--- src/rtl/pcmppe_pkg.sv ---
package pcmppe_pkg;

  localparam int SAMPLE_W = 16;
  localparam int CODE_W   = 10;
  localparam int MIN_W    = 16;
  localparam int PULSE_W  = 17;
  localparam int CFG_IDX_W  = 2;
  localparam int CFG_DATA_W = 16;

  localparam logic [CFG_IDX_W-1:0] REG_MIN_INTERVAL = 2'd0;
  localparam logic [CFG_IDX_W-1:0] REG_FORMAT_16BIT = 2'd1;

  typedef enum logic {
    CMD_PAIR = 1'b0,
    CMD_TICK = 1'b1
  } cmd_t;

  typedef struct packed {
    cmd_t                       cmd;
    logic signed [SAMPLE_W-1:0] left_sample;
    logic signed [SAMPLE_W-1:0] right_sample;
    logic                       packet_last;
  } in_beat_t;

  typedef struct packed {
    logic [PULSE_W-1:0] pulse_width;
    logic               from_buffer;
  } out_beat_t;

  function automatic logic [CODE_W-1:0] pair_to_code(
    input logic [SAMPLE_W-1:0] l,
    input logic [SAMPLE_W-1:0] r
  );
    logic [SAMPLE_W-1:0] lo;
    logic [SAMPLE_W-1:0] ro;
    logic [SAMPLE_W-1:0] sum;
    lo  = {~l[SAMPLE_W-1], l[SAMPLE_W-2:0]};
    ro  = {~r[SAMPLE_W-1], r[SAMPLE_W-2:0]};
    sum = (lo >> 1) + (ro >> 1);
    return sum[SAMPLE_W-1:SAMPLE_W-CODE_W];
  endfunction

endpackage

--- src/rtl/pcmppe_ram.sv ---
module pcmppe_ram #(
  parameter int WIDTH = 10,
  parameter int DEPTH = 128,
  localparam int AW = $clog2(DEPTH)
) (
  input  logic             clk,
  input  logic             we,
  input  logic [AW-1:0]    waddr,
  input  logic [WIDTH-1:0] wdata,
  input  logic             re,
  input  logic [AW-1:0]    raddr,
  output logic [WIDTH-1:0] rdata
);

  logic [WIDTH-1:0] mem [DEPTH];

  always_ff @(posedge clk) begin
    if (we) begin
      mem[waddr] <= wdata;
    end
    if (re) begin
      rdata <= mem[raddr];
    end
  end

endmodule

--- src/rtl/pcm_to_ppm_ping_pong_emitter_core.sv ---
// channel  | handshake           | payload
// ---------+---------------------+----------------------------------------
// in       | in_valid / in_stall | in_data  : cmd, left/right sample, last
// out      | out_valid/out_stall | out_data : pulse_width, from_buffer
// cfg      | cfg_valid/cfg_ready | cfg_index, cfg_data (write only)
//
// One beat per cycle sustained on the input while in_stall is low; a tick's
// result passes through the registered read of the code RAM and then the
// output register.
// Reset (synchronous, rst_n low) empties both halves and the pipeline; the
// code RAM is not cleared, only written entries are ever used.
// A stalled output holds its beat; one more tick may wait behind it, after
// that in_stall rises until the output drains.
module pcm_to_ppm_ping_pong_emitter_core
  import pcmppe_pkg::*;
#(
  parameter int BUFFER_DEPTH = 64,
  localparam int PW = $clog2(BUFFER_DEPTH + 1),
  localparam int AW = $clog2(2 * BUFFER_DEPTH)
) (
  input  logic                  clk,
  input  logic                  rst_n,
  input  logic                  in_valid,
  output logic                  in_stall,
  input  in_beat_t              in_data,
  output logic                  out_valid,
  input  logic                  out_stall,
  output out_beat_t             out_data,
  input  logic                  cfg_valid,
  output logic                  cfg_ready,
  input  logic [CFG_IDX_W-1:0]  cfg_index,
  input  logic [CFG_DATA_W-1:0] cfg_data
);

  localparam logic [AW-1:0] HALF_BASE = AW'(BUFFER_DEPTH);
  localparam logic [PW-1:0] DEPTH_P   = PW'(BUFFER_DEPTH);

  logic [MIN_W-1:0] min_interval_r;
  logic             format_16bit_r;

  logic [1:0]       ready_r;
  logic [PW-1:0]    fill_r [2];
  logic             wside_r;
  logic             rside_r;
  logic [PW-1:0]    wpos_r;
  logic [PW-1:0]    rpos_r;
  logic             in_packet_r;
  logic             drop_r;

  logic             s1_v_r;
  logic             s1_from_r;
  logic [MIN_W-1:0] s1_min_r;
  logic             out_v_r;
  out_beat_t        out_r;

  logic             move;
  logic             accept;
  logic             acc_pair;
  logic             acc_tick;
  logic             drop_eff;
  logic [PW-1:0]    pos_eff;
  logic             store;
  logic [PW-1:0]    new_pos;
  logic             hit;
  logic [PW-1:0]    rpos_inc;
  logic [AW-1:0]    waddr;
  logic [AW-1:0]    raddr;
  logic [CODE_W-1:0] wcode;
  logic [CODE_W-1:0] rdata;
  logic [PULSE_W-1:0] pulse_sum;

  assign cfg_ready = 1'b1;
  assign move      = s1_v_r && (!out_v_r || !out_stall);
  assign in_stall  = s1_v_r && !move;
  assign accept    = in_valid && !in_stall;
  assign acc_pair  = accept && (in_data.cmd == CMD_PAIR);
  assign acc_tick  = accept && (in_data.cmd == CMD_TICK);

  assign drop_eff = in_packet_r ? drop_r : (ready_r[wside_r] || !format_16bit_r);
  assign pos_eff  = in_packet_r ? wpos_r : '0;
  assign store    = !drop_eff && (pos_eff < DEPTH_P);
  assign new_pos  = pos_eff + PW'(store);
  assign waddr    = wside_r ? (HALF_BASE + AW'(pos_eff)) : AW'(pos_eff);
  assign wcode    = pair_to_code(in_data.left_sample, in_data.right_sample);

  assign hit      = ready_r[rside_r];
  assign rpos_inc = rpos_r + PW'(1);
  assign raddr    = rside_r ? (HALF_BASE + AW'(rpos_r)) : AW'(rpos_r);

  pcmppe_ram #(
    .WIDTH(CODE_W),
    .DEPTH(2 * BUFFER_DEPTH)
  ) u_code_ram (
    .clk  (clk),
    .we   (acc_pair && store),
    .waddr(waddr),
    .wdata(wcode),
    .re   (acc_tick),
    .raddr(raddr),
    .rdata(rdata)
  );

  assign pulse_sum = {1'b0, s1_min_r}
                   + (s1_from_r ? {{(PULSE_W-CODE_W){1'b0}}, rdata} : '0);

  always_ff @(posedge clk) begin
    if (!rst_n) begin
      min_interval_r <= '0;
      format_16bit_r <= 1'b0;
      ready_r        <= '0;
      fill_r[0]      <= '0;
      fill_r[1]      <= '0;
      wside_r        <= 1'b0;
      rside_r        <= 1'b0;
      wpos_r         <= '0;
      rpos_r         <= '0;
      in_packet_r    <= 1'b0;
      drop_r         <= 1'b0;
      s1_v_r         <= 1'b0;
      out_v_r        <= 1'b0;
    end else begin
      if (cfg_valid && cfg_ready) begin
        unique case (cfg_index)
          REG_MIN_INTERVAL: min_interval_r <= cfg_data[MIN_W-1:0];
          REG_FORMAT_16BIT: format_16bit_r <= cfg_data[0];
          default: ;
        endcase
      end

      if (acc_pair) begin
        if (in_data.packet_last) begin
          if (!drop_eff) begin
            fill_r[wside_r]  <= new_pos;
            ready_r[wside_r] <= 1'b1;
            wside_r          <= ~wside_r;
          end
          in_packet_r <= 1'b0;
          drop_r      <= 1'b0;
          wpos_r      <= '0;
        end else begin
          in_packet_r <= 1'b1;
          drop_r      <= drop_eff;
          wpos_r      <= new_pos;
        end
      end

      if (acc_tick && hit) begin
        if (rpos_inc >= fill_r[rside_r]) begin
          ready_r[rside_r] <= 1'b0;
          fill_r[rside_r]  <= '0;
          rpos_r           <= '0;
          rside_r          <= ~rside_r;
        end else begin
          rpos_r <= rpos_inc;
        end
      end

      if (acc_tick) begin
        s1_v_r <= 1'b1;
      end else if (move) begin
        s1_v_r <= 1'b0;
      end

      if (move) begin
        out_v_r <= 1'b1;
      end else if (out_v_r && !out_stall) begin
        out_v_r <= 1'b0;
      end
    end
  end

  always_ff @(posedge clk) begin
    if (acc_tick) begin
      s1_from_r <= hit;
      s1_min_r  <= min_interval_r;
    end
    if (move) begin
      out_r.pulse_width <= pulse_sum;
      out_r.from_buffer <= s1_from_r;
    end
  end

  assign out_valid = out_v_r;
  assign out_data  = out_r;

endmodule

--- config.mk ---
export PLATFORM = sky130hd
export DESIGN_NAME = pcm_to_ppm_ping_pong_emitter_core
export DESIGN_NICKNAME = d
export VERILOG_FILES = /design/src/rtl/pcmppe_pkg.sv /design/src/rtl/pcmppe_ram.sv /design/src/rtl/pcm_to_ppm_ping_pong_emitter_core.sv
export SDC_FILE = /design/constraint.sdc
export NUM_CORES = 1
export LEC_CHECK = 0
export BUFFER_PORTS_ARGS = -buffer_cell sky130_fd_sc_hd__buf_2
export CAP_MARGIN = 20
export CORE_MARGIN = 5
export CORE_UTILIZATION = 45
export DETAILED_ROUTE_END_ITERATION = 6
export GPL_TIMING_DRIVEN = 0
export PLACE_DENSITY = 0.71
export SLEW_MARGIN = 10
export SYNTH_ARGS = -nofsm -noshare
export SYNTH_HDL_FRONTEND = slang
export SYNTH_SLANG_ARGS = --single-unit
--- constraint.sdc ---
create_clock -name clk -period 10.9 [get_ports clk]
set_input_delay 3.27 -clock clk [delete_from_list [all_inputs] [get_ports clk]]
set_output_delay 3.27 -clock clk [all_outputs]
set_load 0.01 [all_outputs]
==> impl_metrics.yaml <==
clock_network:
  numCtsBuffers: 139
  cts.path.max_buffers: 3
  hold_buffers: 0
  cts_resized: 0
  cts_sinks: 1379
  cts_setup_buffers: 0
  clk_pin_slew_ps: 60
  htreeDepth: 4
  cts_tree: "yes"
  cts-root-buf: "clkbuf_16"
  clk_latency_ps: 770
setup_path:
  critPathSlowestCell: "nand3_1"
  cp_num_buf_inv: 3
  path_class: "in -> out"
  required_ps: 7630
  critPathArrivalTime_ps: 3720
  worstSetupEndpointType: "primary output"
  cpPeakStageDelay_ps: 140
  crit_family: "buffers and inverters"
  worstPathMaxFanout: 4
  cp_cell_sequence: "buf_2 > nand3_1 > inv_1 > buf_2"
  path_common_cell: "buf_2"
  start_kind: "input pin"
cells_and_area:
  fin_util_pct: 51.9
  num-nets-final: 3121
  design_area_um2: 63000
  area_delta_synth_final_pct: 15.1
  drive_above_1_share_pct: 25.4
route:
  vias: 29628
  ant_nets: 0
  viasPerCell: 6.23
  wl_per_cell_um: 32.2
  drtIter0Drc: 4782
  first_pass_iters: 7
  wl_um: 153000
  route.detailed.drc: 3
die:
  core_area_um2: 121000
  die_h_um: 359
  initial_utilization_pct: 45.1
  dieArea_um2: 129000
  ios: 78
  die_w_um: 359
  core.rowCount: 128
synth:
  synth_top_family_by_area: "multiplexers"
  synth_area_leaders: "edfxtp_1 (74%), mux4_2 (14%), mux2i_1 (2.3%)"
  synthMuxAreaShare_pct: 15.9
  async_flop_share_pct: 0
  synthXorXnorAreaFrac_pct: 0.625
  ys_warn_count: 0
  yosysTopAreaCell: "edfxtp_1"
  synth-seq-area-share_pct: 75.0
  synth_top_area_share_pct: 73.5
  syn_area_per_cell_um2: 20.2
  synth_cell_types: 68
  synth-seq-cells: 1379
  synth_edf_count: 1339
  synthAdderAreaFrac_pct: 0.814
  synth_flop_cell: "edfxtp_1"
  netlist_area_um2: 54700
  synth_fp_nets: 2795
  synth_compound_area_share_pct: 2.80
  synthCells: 2703
  synth-simple-area-share_pct: 3.25
timing:
  max_slew_margin_pct: 11.8
  finalHoldViolCount: 0
  fmax_mhz: 143
  rsz0062_at_grt: "false"
  fin_crit_sh_pct: 64.1
  setup_violations: 0
  tns_ps: 0
  fin_crit_ps: 6990
  fin_skew_ps: 39.5
  slew_violations: 0
  worstMarginPinSlew_ps: 1320
  hold_slack_ps: 428
placed_design:
  dpl_cell_area_um2: 58500
  globalplace.congestion: 0.979
  dp.final_hpwl_um: 103000
  portBuffers: 73
hold_path:
  hold_class: "reg -> reg"
power_and_ir_drop:
  pwr-share-comb_pct: 5.3
  p_leak_nw: 19.4
  pwr_density_cell_nw_per_um2: 178
  cell_internal_pwr_mw: 8.79
  p_total_mw: 11.2
  sw_frac_of_total_pct: 21.7
  ir_drop_v: 0.000165
  clock_power_share_pct: 40.5
  p_sw_mw: 2.43
  seq_power_share_pct: 54.1
global_route:
  grt-ovfl-total: 0
  grtUsageTotal_pct: 23.7
  antenna_found_initial: 15
  grt_first_pass_wirelength_um: 214000
  grt_pass1_vias: 28975
  grt_max_degree: 74
status:
  violations: "design-rule violations"
  status: "finished, violations left"
run:
  max-cap-violations: 0
per-layer routing:
metal	part of all wire (%)	wire (µm)	track usage, %	up-vias
met2	46	70700	36.8	2047
met1	37	55900	31.1	15350
met5	0.10	155	0	-
li1	-	-	-	11784
met4	5.0	7710	10.2	18
met3	12	18600	7.60	429
logic make-up after synthesis:
kind of cell             Yosys count
AO/OA/AOI/OAI                    230
AND/OR/NAND/NOR                  395
multiplexers                     457
buffers and inverters            167
other                              1
adder cells (fa/ha/maj)           35
XOR/XNOR                          39
flip-flops                      1379
path summary, 6_finish.rpt:
| path | from | depth (start not counted) | endpoint | slack [ps] |
|---|---|---|---|---|
| setup / recovery | out_stall | 4 | in_stall | 3910 |
| hold / removal | min_interval_r[1]$_SDFFE_PN0P_ | 0 | s1_min_r[1]$_DFFE_PP_ | 430 |
| setup reg to reg | rpos_r[0]$_SDFFE_PN0P_ | 12 | fill_r[1][1]$_SDFFCE_PN0P_ | 6300 |
| hold reg to reg | min_interval_r[1]$_SDFFE_PN0P_ | 0 | s1_min_r[1]$_DFFE_PP_ | 430 |
layout by cell type, fill, tap and decap left out, types with 34 or more instances in the layout:
master	Yosys	final
clkbuf_1	52	90
ha_1	34	34
edfxtp_1	1339	1339
a21oi_1	62	61
nand2_1	81	81
o21ai_0	38	37
mux4_2	331	331
mux2i_1	124	124
buf_6	9	48
buf_2	35	109
dfxtp_1	40	40
clkbuf_16	0	142
nor2_1	194	194
buf_4	35	72
area by class of cell:
cell class,instances,area [µm²]
well taps,1625,2030
diodes,3,7.51
clock inverters,58,513
clock buffers,184,3740
fillers,9383,58300
inverters,27,101
plain buffers,140,771
repair buffers,185,1850
multi-input cells,1157,12900
flip-flops and latches,1379,41000
stage by stage:
stage | setup WS, ps | std cells
global route | 3860 | 4755
CTS | 3910 | 4723
finish | 3910 | 4758
detailed placement | 3780 | 4481
floorplan | 402 | 2703
global placement | -5120 | 4401
state kept, by name, summed over array words and instances (netlist names), 2 cells and up, named ones only:
name              flops
ready_r               2
wpos_r                7
rpos_r                7
min_interval_r       16
s1_min_r             16
fill_r               14
u_code_ram.mem     1280
u_code_ram.rdata     10
out_data             18
power by group through the flow:
stage	sequential, mW	clock (mW)	combinational [mW]
after floorplan	6.26	0	0.214
after global placement	6.34	0	0.400
after detailed placement	6.18	0	0.592
after CTS	6.07	4.57	0.592
after global routing	6.07	4.79	0.632
final	6.07	4.55	0.599
synth_stat cells, types with 4 or more instances:
| cell | n |
|---|---|
| a211oi_1 | 15 |
| a21o_1 | 7 |
| a21oi_1 | 62 |
| a221oi_1 | 21 |
| a22oi_1 | 17 |
| a31oi_1 | 12 |
| a32oi_1 | 4 |
| and2_1 | 18 |
| and3_1 | 4 |
| buf_1 | 9 |
| buf_2 | 35 |
| buf_4 | 35 |
| buf_6 | 9 |
| clkbuf_1 | 52 |
| dfxtp_1 | 40 |
| edfxtp_1 | 1339 |
| ha_1 | 34 |
| inv_1 | 25 |
| mux2i_1 | 124 |
| mux4_2 | 331 |
| nand2_1 | 81 |
| nand2b_1 | 12 |
| nand3_1 | 19 |
| nand3b_1 | 4 |
| nand4_1 | 7 |
| nor2_1 | 194 |
| nor2b_1 | 22 |
| nor3_1 | 12 |
| nor3b_1 | 6 |
| o211ai_1 | 10 |
| o21a_1 | 5 |
| o21ai_0 | 38 |
| o311ai_0 | 4 |
| xnor2_1 | 24 |
| xor2_1 | 15 |
No activity file was read; power rests on OpenSTA's default activity.
